<file path="src/hw/rtl/plafk_pkg.sv">
// ---------------------------------------------------------------------------
// plafk_pkg
// Types, register indexes and CORDIC constants for the planar arm
// forward kinematics pipeline.
// ---------------------------------------------------------------------------
`default_nettype none

package plafk_pkg;

    localparam int NUM_LANES    = 4;   // one lane per length register
    localparam int CORDIC_STEPS = 16;
    localparam int ZW           = 26;  // CORDIC datapath width, Q2.22 plus headroom
    localparam int TRIG_W       = 16;  // Q1.14 sine and cosine
    localparam int POS_W        = 20;

    localparam logic signed [ZW-1:0] CORDIC_START = ZW'(2547004);
    localparam logic signed [ZW-1:0] QUARTER_TURN = ZW'(1 << 22);
    localparam logic signed [ZW-1:0] HALF_TURN    = ZW'(1 << 23);

    localparam logic signed [ZW-1:0] ATAN_UNITS [CORDIC_STEPS] = '{
        ZW'(2097152), ZW'(1238021), ZW'(654136), ZW'(332050),
        ZW'(166669),  ZW'(83416),   ZW'(41718),  ZW'(20860),
        ZW'(10430),   ZW'(5215),    ZW'(2608),   ZW'(1304),
        ZW'(652),     ZW'(326),     ZW'(163),    ZW'(81)
    };

    typedef enum logic [2:0] {
        CFG_NUM_LINKS = 3'd0,
        CFG_BASE_X    = 3'd1,
        CFG_BASE_Y    = 3'd2,
        CFG_LEN_LINK0 = 3'd3,
        CFG_LEN_LINK1 = 3'd4,
        CFG_LEN_LINK2 = 3'd5,
        CFG_LEN_LINK3 = 3'd6
    } cfg_index_t;

    typedef struct packed {
        logic [15:0] angle0;
        logic [15:0] angle1;
        logic [15:0] angle2;
        logic [15:0] angle3;
        logic [2:0]  which_joint;
    } item_t;

    typedef struct packed {
        logic signed [POS_W-1:0] pos_x;
        logic signed [POS_W-1:0] pos_y;
    } result_t;

    typedef struct packed {
        logic signed [ZW-1:0] x;
        logic signed [ZW-1:0] y;
        logic signed [ZW-1:0] z;
    } cordic_lane_t;

    // per-item sideband that rides beside the CORDIC lanes
    typedef struct packed {
        logic [NUM_LANES-1:0] flip;
        logic [NUM_LANES-1:0] mask;
    } side_t;

    // one CORDIC rotation step; shifts floor toward minus infinity
    function automatic cordic_lane_t cordic_rot(cordic_lane_t a, int unsigned step);
        cordic_lane_t         r;
        logic signed [ZW-1:0] dx;
        logic signed [ZW-1:0] dy;
        dx = a.y >>> step;
        dy = a.x >>> step;
        if (!a.z[ZW-1])
        begin
            r.x = a.x - dx;
            r.y = a.y + dy;
            r.z = a.z - ATAN_UNITS[step];
        end
        else
        begin
            r.x = a.x + dx;
            r.y = a.y - dy;
            r.z = a.z + ATAN_UNITS[step];
        end
        return r;
    endfunction

endpackage

`default_nettype wire

</file>
<file path="src/hw/rtl/plafk_cordic_stage.sv">
// ---------------------------------------------------------------------------
// plafk_cordic_stage
// One register stage of the CORDIC pipeline: two rotation steps on every lane.
// ---------------------------------------------------------------------------
`default_nettype none

module plafk_cordic_stage
    import plafk_pkg::*;
#(
    parameter int FIRST_STEP = 0
)
(
    input  wire logic         clk,
    input  wire logic         en,
    input  wire cordic_lane_t lanes     [NUM_LANES],
    output cordic_lane_t      lanes_reg [NUM_LANES]
);

    cordic_lane_t lanes_next [NUM_LANES];

    // rotate twice per lane
    always_comb
    begin
        for (int j = 0; j < NUM_LANES; j++)
        begin
            lanes_next[j] = cordic_rot(cordic_rot(lanes[j], FIRST_STEP), FIRST_STEP + 1);
        end
    end

    // advance when the stage moves
    always_ff @(posedge clk)
    begin
        if (en)
        begin
            lanes_reg <= lanes_next;
        end
    end

endmodule

`default_nettype wire

</file>
<file path="config.mk">
export PLATFORM = sky130hd
export DESIGN_NAME = plafk_cordic_stage
export DESIGN_NICKNAME = d
export VERILOG_FILES = /design/src/hw/rtl/plafk_pkg.sv /design/src/hw/rtl/plafk_cordic_stage.sv
export SDC_FILE = /design/constraint.sdc
export NUM_CORES = 2
export LEC_CHECK = 0
export ABC_AREA = 1
export BUFFER_PORTS_ARGS = -buffer_cell sky130_fd_sc_hd__buf_2
export CAP_MARGIN = 20
export CORE_ASPECT_RATIO = 0.75
export CORE_MARGIN = 5
export CORE_UTILIZATION = 45
export CTS_CLUSTER_DIAMETER = 150
export DETAILED_ROUTE_END_ITERATION = 10
export GPL_TIMING_DRIVEN = 0
export PLACE_DENSITY = 0.63
export SLEW_MARGIN = 20
export SYNTH_ARGS = -nofsm -noshare
export SYNTH_HDL_FRONTEND = slang
export SYNTH_SLANG_ARGS = --single-unit
</file>
<file path="constraint.sdc">
create_clock -name clk -period 7.3 [get_ports clk]
set_clock_uncertainty 0.1 [all_clocks]
set_input_delay 1.095 -clock clk [delete_from_list [all_inputs] [get_ports clk]]
set_output_delay 1.095 -clock clk [all_outputs]
set_load 0.01 [all_outputs]
</file>
Word level (Yosys, flattened, before mapping)
Cells that the tools add are included.
{"block": "op_classes", "addsub": 44, "multipliers": 0, "n_div": 0, "n_lt_le_gt_ge": 0, "n_eq_ne": 0, "shifts": 0, "n_mux": 8, "n_bitwise": 0, "reduce_logical": 0}
{"op": "$mux 78", "n": 8}
{"op": "$add 26x25->26", "n": 8}
{"op": "$sub 26x25->26", "n": 8}
{"op": "$sub 26x26->26", "n": 8}
{"op": "$add 26x22->26 const B", "n": 4}
{"op": "$add 26x23->26 const B", "n": 4}
{"op": "$add 26x26->26", "n": 4}
{"op": "$sub 26x22->26 const B", "n": 4}
{"op": "$sub 26x23->26 const B", "n": 4}
{"block": "totals", "ff_bits": 312, "latchBits": 0, "mem_bits_rw": 0, "mem_bits_ro": 0, "in_bits": 314, "output_inout_bits": 312, "elab_cells": 64, "mem_count": 0}

Logic depth before layout (Yosys ltp)
{"block": "depth", "ltp_word": 4, "mapped_depth": 38, "depth_no_buf": 37}

Worst setup path before layout
OpenSTA, ideal clock, no wires.
{"block": "synth_timing", "kind": "input-to-reg", "from": "in lanes[103] (netlist bit)", "to": "reg lanes_reg[150] (netlist bit), data pin", "setup_time_ps": 259, "t_arrival_ps": 5916, "t_required_ps": 6941, "path_slack_ps": 1025, "cell_stages": 24, "n_path_buf": 6, "path_cell_list": "buf_2 -> inv_1 -> buf_2 -> buf_2 -> buf_1 -> ha_1 -> a31oi_1 -> inv_1 -> clkbuf_1 -> buf_1 -> nand2_1 -> o21ai_0 -> inv_1 -> fa_1 -> o21ai_0 -> a21oi_1 -> o21ai_0 -> a21oi_1 -> o21ai_0 -> a21oi_1 -> o21ai_0 -> a21oi_1 -> o211ai_1 -> nand2_1"}
{"item": "start: declaration", "line_no": "plafk_cordic_stage.sv:15", "rtl": "input wire cordic_lane_t lanes [NUM_LANES],"}
{"item": "end signal: assignment", "line_no": "plafk_cordic_stage.sv:35", "rtl": "lanes_reg <= lanes_next;"}
{"item": "end: declaration", "line_no": "plafk_cordic_stage.sv:16", "rtl": "output cordic_lane_t lanes_reg [NUM_LANES]"}

==> flow_summary.toml <==
[floorplan]
num_io_pins = 626
floorplan.die_area_um2 = 120000
die-width_um = 399
die_h_um = 301
row_count = 106
start_util_pct = 45.5
design.core.area_um2 = 112000

[clock_network]
cts_max_level = 2
cts_hold_repair.buffers = 0
clk_path_buf_depth = 3
clk_pin_slew_worst_paths_ns = 0.06
clockRootBuffer = "clkbuf_16"
cts_made_buffers = 40
clock_sink_count = 312
tritoncts_clock_tree = "done"

[run_status]
run_status = "finished, final reports clean"

[drt]
post_drt_via_cell_ratio = 5.44
detail_route.wirelength_um = 199000
routedLengthMet1_um = 93200
postRouteAntennaNets = 0
detail_route.first_pass.iterations = 6
drt_iter0_drc = 5491
drt-wirelength-per-cell_um = 19.7
top_layer_used = "met5"
met3WireLength_um = 20700
dr_total_vias = 54800
met2RoutedLength_um = 80300
post-route-drc-count = 0

[logic_synthesis]
yosys.cell_types.count = 60
synth_fp_nets = 8831
synth_edf_count = 312
ys_ff_latch = 312
postSynthAreaPerCell_um2 = 6.49
syn_inst = 7852
synth_async_sr_flop_share_pct = 0
ys_dominant_reg_cell = "edfxtp_1"
syn_area_um2 = 51000
seq_area_frac_synth_pct = 18.4
yosysWarningCount = 0

[hold_path]
hold_class = "input pin to flop"

[placed_design]
gp_congestion = 0.969
place_ws_ns = -1.74
dpl.cell_count = 9992
io_buffers = 625
hpwl_after_detailed_placement_um = 170000

[cells_and_area]
flow.area_growth_from_synthesis_pct = 12.9
final_cells = 10100
largest_register_ffs = 312
finalNetCount = 9503
final_layout_size_suffix_gt1_share_pct = 13.1

[sta]
layout_setup_ws_ns = 0.278
fmaxAchievable_mhz = 142
post-route-min-period_ns = 7.02
final_number_of_setup_violating_endpoints = 0
grt_setup_unrepaired = "yes"
final_number_of_hold_violating_endpoints = 0
final_number_of_max_transition_violations = 0
max_slew_margin_pct = 23.9
post-route-period-util_pct = 96.2
tightestPinTransition_ns = 1.14

[setup_path]
kind_of_start_point_of_the_critical_path = "input pin"
cp-end-kind = "flop"
timing.setup.critical_path_class = "input pin to flop"
cp_max_fo = 27
critPathArrivalTime_ns = 7.24
worst_ep_required_time_ns = 7.52

[global_routing]
global_route.usage.total_pct = 31.6
global_route.overflow_total = 0
grt_pass1_vias = 49500
antenna_found_initial = 26
grt_pass1_wl_um = 296000
grt_start_max_net_pins = 98

[power]
peakVddDrop_mv = 0.161
leakage_nw = 30.2
total_power_w = 0.0149
cellPowerDensity_nw_per_um2 = 259

[job]
cap_viol_max_count = 0
## Yosys cell counts (all sizes together) (63+ instances only)
cell type  instances  area, um2
nor2             627       2600
inv             1204       4520
xor2             320       2810
nand2           2215       8600
buf              126        782
xnor2            166       1450
ha               637       7970
nand4            117        738
a21oi            631       3240
edfxtp           312       9370
nor3              63        372
nand3            731       3840
o21ai            350       1790
## layout make-up
| type | instances | area (um2) |
|---|---|---|
| repair buffers | 633 | 3260 |
| clock inverters | 24 | 267 |
| flip-flops and latches | 312 | 9370 |
| clock buffers | 46 | 1040 |
| well taps | 1512 | 1890 |
| inverters | 1206 | 4540 |
| fillers | 11800 | 54400 |
| multi-input cells | 6179 | 36200 |
| plain buffers | 152 | 897 |
| diodes | 12 | 30.0 |
## worst max-delay path, cell delays in order
cell and delay [ns]:
buf_2 0.16, inv_2 0.31, clkbuf_2 0.41, clkbuf_2 0.43, ha_1 0.37, a21o_1 0.23
a31oi_4 0.33, clkinvlp_4 0.30, clkbuf_1 0.32, buf_2 0.43, nand2_1 0.16, o21ai_0 0.15
ha_1 0.34, nand3_1 0.07, nand2_1 0.12, a21oi_1 0.15, o31ai_2 0.45, a21oi_1 0.18
o21ai_0 0.33, a21boi_1 0.19, o21ai_0 0.23, xor2_1 0.45
## per-stage QoR
step / hold slack, ns / instance area, um2 / TNS [ns] / utilization, %
after floorplan: 1.11 / 51000 / 0 / -
after global placement: 1.27 / 56000 / -130.51 / 50.0
after detailed placement: 1.27 / 56100 / -86.94 / 50.1
after CTS: 0.632 / 57400 / 0 / 51.3
after global routing: 0.659 / 57500 / -0.0348 / 51.3
final: 0.688 / 57500 / 0 / 51.4
## placed cells by master (no fill, tap or decap), types with 10 or more instances in the layout
cell and n:
a211oi_1 19, a21boi_0 17, a21o_1 29, a21oi_1 614, a21oi_2 15, a31oi_1 23
buf_1 11, buf_2 684, buf_4 48, buf_6 10, clkbuf_1 25, clkbuf_16 41
diode_2 12, edfxtp_1 312, fa_1 28, ha_1 637, inv_1 1171, inv_2 31
nand2_1 2114, nand2_2 94, nand3_1 697, nand3_2 32, nand3b_1 15, nand4_1 116
nor2_1 553, nor2_2 61, nor2_4 13, nor3_1 53, o211ai_1 21, o21a_1 27
o21ai_0 285, o21ai_1 56, o21bai_1 37, o31ai_1 22, or2_2 16, xnor2_1 166
xor2_1 318
## metal layers
metal / track usage, % / up-vias
li1: - / 27000
met1: 47.2 / 25300
met2: 46.4 / 2299
met3: 6.97 / 195
met4: 6.63 / 8
met5: 0 / -
## worst paths after layout
path | start | to | slack, ns | cells after the start
worst max-delay path | lanes[25] | lanes_reg[71] | 0.28 | 22
worst min-delay path | lanes[78] | lanes_reg[78] | 0.69 | 2
## what timing repair did
| action | in CTS | in global routing |
|---|---|---|
| buffers inserted | 0 | 5 |
| endpoints found under the setup margin | 59 | 25 |
| endpoints found under the hold margin | 0 | 0 |
| resized for setup | 8 | 18 |
| pin swaps | 0 | 0 |
## report_power, final
part	internal [W]	switching [W]
clock	0.00120	0.000885
combinational	0.00322	0.00612
sequential	0.00312	0.000362
total	0.00754	0.00736
## cell families after synthesis
family	Yosys count	share of synthesized area [%]
and+or+nand+nor	3805	32.4
buffers and inverters	1361	10.6
AOI/OAI and AO/OA	1223	13.5
adders and majority gates	665	16.7
xor gates and xnor gates	486	8.37
DFF	312	18.4
(Power assumes the default switching activity.)
